File: config.mk
export PLATFORM = sky130hd
export DESIGN_NAME = lcsdt_cell
export DESIGN_NICKNAME = d
export VERILOG_FILES = /design/src/rtl/lcsdt_pkg.sv /design/src/rtl/lcsdt_cell.sv
export SDC_FILE = /design/constraint.sdc
export NUM_CORES = 1
export LEC_CHECK = 0
export BUFFER_PORTS_ARGS = -buffer_cell sky130_fd_sc_hd__buf_2
export CORE_AREA = 2 2 39 41
export DETAILED_ROUTE_END_ITERATION = 12
export DIE_AREA = 0 0 41 43
export GPL_ROUTABILITY_DRIVEN = 0
export GPL_TIMING_DRIVEN = 0
export PLACE_DENSITY = 0.85
export SLEW_MARGIN = 30
export SYNTH_ARGS = -nofsm -noshare
export SYNTH_HDL_FRONTEND = slang
export SYNTH_SLANG_ARGS = --single-unit
File: constraint.sdc
create_clock -name vclk -period 3.91
set_input_delay 0.1955 -clock vclk [all_inputs]
set_output_delay 0.1955 -clock vclk [all_outputs]
set_load 0.02 [all_outputs]
File: src/rtl/lcsdt_pkg.sv
// Shared types, codes and defaults for the LCS length and direction table unit.
// No dependencies; imported by every module of the block.
package lcsdt_pkg;

    localparam int MAX_LEN_DEF = 64;

    typedef logic [2:0] t_mode;
    typedef logic [1:0] t_dir;
    typedef logic [1:0] t_status;

    // request modes
    localparam t_mode MODE_CLEAR = 3'd0;
    localparam t_mode MODE_APP1  = 3'd1;
    localparam t_mode MODE_APP2  = 3'd2;
    localparam t_mode MODE_COMP  = 3'd3;
    localparam t_mode MODE_READ  = 3'd4;

    // direction codes
    localparam t_dir DIR_DIAG = 2'd0;
    localparam t_dir DIR_LEFT = 2'd1;
    localparam t_dir DIR_UP   = 2'd2;
    localparam t_dir DIR_TIE  = 2'd3;

    // status codes
    localparam t_status ST_OK      = 2'd0;
    localparam t_status ST_FULL    = 2'd1;
    localparam t_status ST_RANGE   = 2'd2;
    localparam t_status ST_NOTABLE = 2'd3;

endpackage

File: src/rtl/lcsdt_cell.sv
// Shared cell evaluator: symbol compare, score compare and select for one table cell.
// Depends on lcsdt_pkg.
module lcsdt_cell #(
    parameter int SW = 7
) (
    input  logic [7:0]        i_sym_a,
    input  logic [7:0]        i_sym_b,
    input  logic [SW-1:0]     i_diag,
    input  logic [SW-1:0]     i_left,
    input  logic [SW-1:0]     i_up,
    output logic [SW-1:0]     o_val,
    output lcsdt_pkg::t_dir   o_code
);
    import lcsdt_pkg::*;

    always_comb begin
        if (i_sym_a == i_sym_b) begin
            o_val  = i_diag + SW'(1);
            o_code = DIR_DIAG;
        end else if (i_left > i_up) begin
            o_val  = i_left;
            o_code = DIR_LEFT;
        end else if (i_left < i_up) begin
            o_val  = i_up;
            o_code = DIR_UP;
        end else begin
            o_val  = i_left;
            o_code = DIR_TIE;
        end
    end

endmodule

Yosys cells after proc, flatten, opt, wreduce, memory -nomap -nowiden
Cells that the tools add are included.
{"block": "op_classes", "add_sub_neg": 1, "n_mul": 0, "div": 0, "order_cmp": 2, "eq_ne": 1, "shift": 0, "n_mux": 6, "n_bitwise": 0, "n_reduce_logical": 0}
{"op": "7-bit two-way mux", "count": 3}
{"op": "8-bit == test", "count": 1}
{"op": "7-bit by 1-bit adder with 7-bit output (second input constant)", "count": 1}
{"op": "7-bit > comparator", "count": 1}
{"op": "7-bit less-than comparator", "count": 1}
{"op": "2-bit two-way mux", "count": 2}
{"op": "1-bit two-way mux", "count": 1}
{"block": "totals", "reg_bits": 0, "latchBits": 0, "mem_bits_rw": 0, "mem_bits_ro": 0, "input_bits": 37, "output_inout_bits": 9, "wordCells": 10, "mem_count": 0}

Depth between registers and ports, before layout
{"block": "logic_depth", "depth_word": 4, "depth_mapped": 6, "depth_no_buf": 6}

Worst setup path after synthesis
No wires, ideal clock.
{"block": "synth_timing", "kind": "input to output", "startpoint": "input port i_up[2]", "endpoint": "output port o_val[5]", "arrival_time_ns": 1.602, "required_ns": 3.714, "setup_slack_ns": 2.113, "cell_stages": 6, "n_path_buf": 0, "cell_sequence": "inv_1 ha_1 and3b_4 o21a_4 o32ai_1 a2bb2oi_1"}
{"block": "synth_via", "elab_chain_len": 4, "elab_cells_between_ends": 5, "classes_between": "order compare (2); mux (3)"}
{"element": "from (decl)", "line_no": "lcsdt_cell.sv:10", "text": "input logic [SW-1:0] i_up,"}
{"element": "7-bit less-than comparator", "line_no": "lcsdt_cell.sv:23", "text": "end else if (i_left < i_up) begin"}
{"element": "7-bit two-way mux", "line_no": "lcsdt_cell.sv:23"}
{"element": "7-bit two-way mux *", "line_no": "lcsdt_cell.sv:20", "text": "end else if (i_left > i_up) begin"}
{"element": "7-bit two-way mux *", "line_no": "lcsdt_cell.sv:17", "text": "if (i_sym_a == i_sym_b) begin"}
{"element": "to (decl)", "line_no": "lcsdt_cell.sv:11", "text": "output logic [SW-1:0] o_val,"}
Every way passes the cells marked *; elsewhere a longest branch is shown, timed or not.

Worst setup path after layout
{"block": "layout_timing", "startpoint": "input port i_left[2]", "endpoint": "output port o_val[4]"}
{"block": "layout_via", "elab_chain_len": 4, "elab_cells_between_ends": 5, "classes_between": "order compare (2); mux (3)"}
{"element": "from (decl)", "line_no": "lcsdt_cell.sv:9", "text": "input logic [SW-1:0] i_left,"}
{"element": "7-bit less-than comparator", "line_no": "lcsdt_cell.sv:23"}
{"element": "7-bit two-way mux", "line_no": "lcsdt_cell.sv:23"}
{"element": "7-bit two-way mux *", "line_no": "lcsdt_cell.sv:20"}
{"element": "7-bit two-way mux *", "line_no": "lcsdt_cell.sv:17"}
Marked as above.

==> run metrics <==
setup tns final=0 ns; Post-Syn Instances=78; Avg Inst Size Synth=7.170 um^2; area of the core=1384 um^2; die area=1763 um^2; worst slew pin tran=0.4586 ns; Worst Path Required=3.71 ns; post-cts sizing count=0; Ant. Diodes=0; RSZ-0062 raised after global routing=false; Final Max Tran Viols=0; vias in the first global route=708; 1st-pass router iterations=4; Total Wirelength=1.612 mm; Fmax=519.5 MHz; Gate power share=1.000; Vert. Die Dim=43 um; Seq pwr share=0; GR Overflow Total=0; Setup crit start kind=input pin; post-synthesis sequential area ratio=0; vias per cell=5.571; Crit Path Class=in2out; Clock Power Share=0; Ys Warns=0; Post-Synth Simple-Gate Area=0.2461; Pint=0.05130 mW; worst-path fanout max=9; VDD IR-drop max=0.07911 mV; num rows=14; status=finished, final reports clean; total of max-cap violations=0; sequence of cells on the critical path=buf_2 > ha_1 > and3b_4 > o21ai_2 > a32oi_1 > a22oi_1 > buf_2; mapped cell area=559.3 um^2; Power per Cell Area=141.6 nW/um^2; Crit-path slowest cell=o21ai_2; fin crit period=1.925 ns; io pins=46; Sw Share=0.5526; worst hold margin=0.7876 ns; WHS Path Cells=4; mux share of post-synthesis cell area=0; Max-slew headroom=0.6922; ANT nets after route=0; FFs & Latches=0; post-synth cell types=25; period utilization=0.4923; Post-CTS Setup Bufs=0; initial antenna violation count=0; min-delay worst type=in2out; Synthesized Nets=123; Post-Synth Adder-Cell Area=0.1790; largest family of logic cells by synthesized area=compound AO/OA/AOI/OAI gates; Synth-to-Final Area Change=44.74%; Final HPWL DP=1.437 mm; CTS hold repair buffers=0; share of cells above drive strength 1=0.4032; crit path DAT=1.73 ns; total power=0.1147 mW; net switching power=0.06336 mW; CP max stage delay=0.34 ns; CP dominant cell by count=buf_2; DRT iter0 DRCs=4; Pleak=0.4139 nW; nets@finish=171; largest net degree at the start of global routing=10; complex-gate fraction of the synthesized area=0.3244; first-pass GRT wire length=2.822 mm; # setup viols final=0; number of I/O port buffers=46; initial core utilization=0.4042; Hold Vio Cnt, Final=0; routed len/inst=11.51 um; via count=780; Die Wd=41 um; DRC Markers=0; GRT Resource Usage Total=0.2128; FF+latch area=0 um^2; CLK BUF=0; Layout fillers=134; Crit. End Element=output pin; xor/xnor share of the synthesized area=0.2036
==> placed cells by master, fill, tap and decap left out, drive strengths merged <==
cell type / n
a21boi: 2
a21o: 1
a21oi: 4
a22oi: 1
a2bb2oi: 2
a31oi: 4
a32oi: 1
and3: 2
and3b: 1
and4: 3
buf: 46
ha: 8
inv: 7
nand2: 4
nand3: 6
nand4: 3
nor2: 2
nor3: 3
o21a: 2
o21ai: 7
o32ai: 2
xnor2: 9
xor2: 4
==> per-stage QoR <==
stage,utilization,setup WS (ns),cell area [um^2],instances
2_1_floorplan,-,2.113,559.3,78
3_3_place_gp,0.5850,2.000,809.5,140
3_5_place_dp,0.5850,1.977,809.5,140
4_1_cts,0.5850,1.969,809.5,140
5_1_grt,0.5850,1.844,809.5,140
6_report,0.5850,1.985,809.5,140
==> final timing paths <==
| check | from | slack, ns | end |
|---|---|---|---|
| max | i_left[2] | 1.99 | o_val[4] |
| min | i_diag[6] | 0.79 | o_val[6] |
==> per-layer routing <==
layer,GRT usage,up-vias,part of all wire,routed length (um)
met4,0.01333,0,0,0
met3,0,0,0.057,92
li1,-,393,-,-
met1,0.2848,359,0.43,689
met5,0,-,0,0
met2,0.3781,28,0.52,831
==> critical path, delay by kind of cell <==
family	cells	cell delay (ns)
simple gates	1	0.21
compound gates	3	0.70
fa+ha+maj	1	0.32
buf+inv	2	0.30
==> power by group through the flow <==
| stage | logic [mW] | clock network [mW] | registers (mW) |
|---|---|---|---|
| 2_1_floorplan | 0.0701 | 0 | 0 |
| 3_3_place_gp | 0.112 | 0 | 0 |
| 3_5_place_dp | 0.114 | 0 | 0 |
| 4_1_cts | 0.115 | 0 | 0 |
| 5_1_grt | 0.126 | 0 | 0 |
| 6_report | 0.115 | 0 | 0 |
==> synth_stat cells (2+ instances only) <==
master     instances  area [um^2]
nor3_1             3        15.01
a21oi_1            4        20.02
nor2_1             2        7.510
nand2_1            4        15.01
ha_1               8        100.1
a2bb2oi_1          2        17.52
a31oi_1            4        25.02
o21ai_0            5        25.02
nand3_1            6        30.03
inv_1              7        26.28
xnor2_1            9        78.83
and4_1             3        26.28
xor2_1             4        35.03
o32ai_1            2        17.52
and3_1             2        12.51
a21boi_0           2        15.01
nand4_1            3        18.77
==> logic make-up (layout without fill, tap and decap cells) <==
family / count (synthesis) / in the layout
adder cells (fa/ha/maj): 8 / 8
XOR/XNOR: 13 / 13
AND/OR/NAND/NOR: 24 / 24
buffers and inverters: 7 / 53
AO/OA/AOI/OAI: 26 / 26
==> cell type report <==
| type | instances | area [um^2] | area share |
|---|---|---|---|
| Multi-Input combinational cell | 71 | 533.0 | 0.6584 |
| Inverter | 7 | 26.28 | 0.03246 |
| Tap cell | 16 | 20.02 | 0.02473 |
| Timing Repair Buffer | 46 | 230.2 | 0.2844 |
No activity file was read; power rests on OpenSTA's default activity.
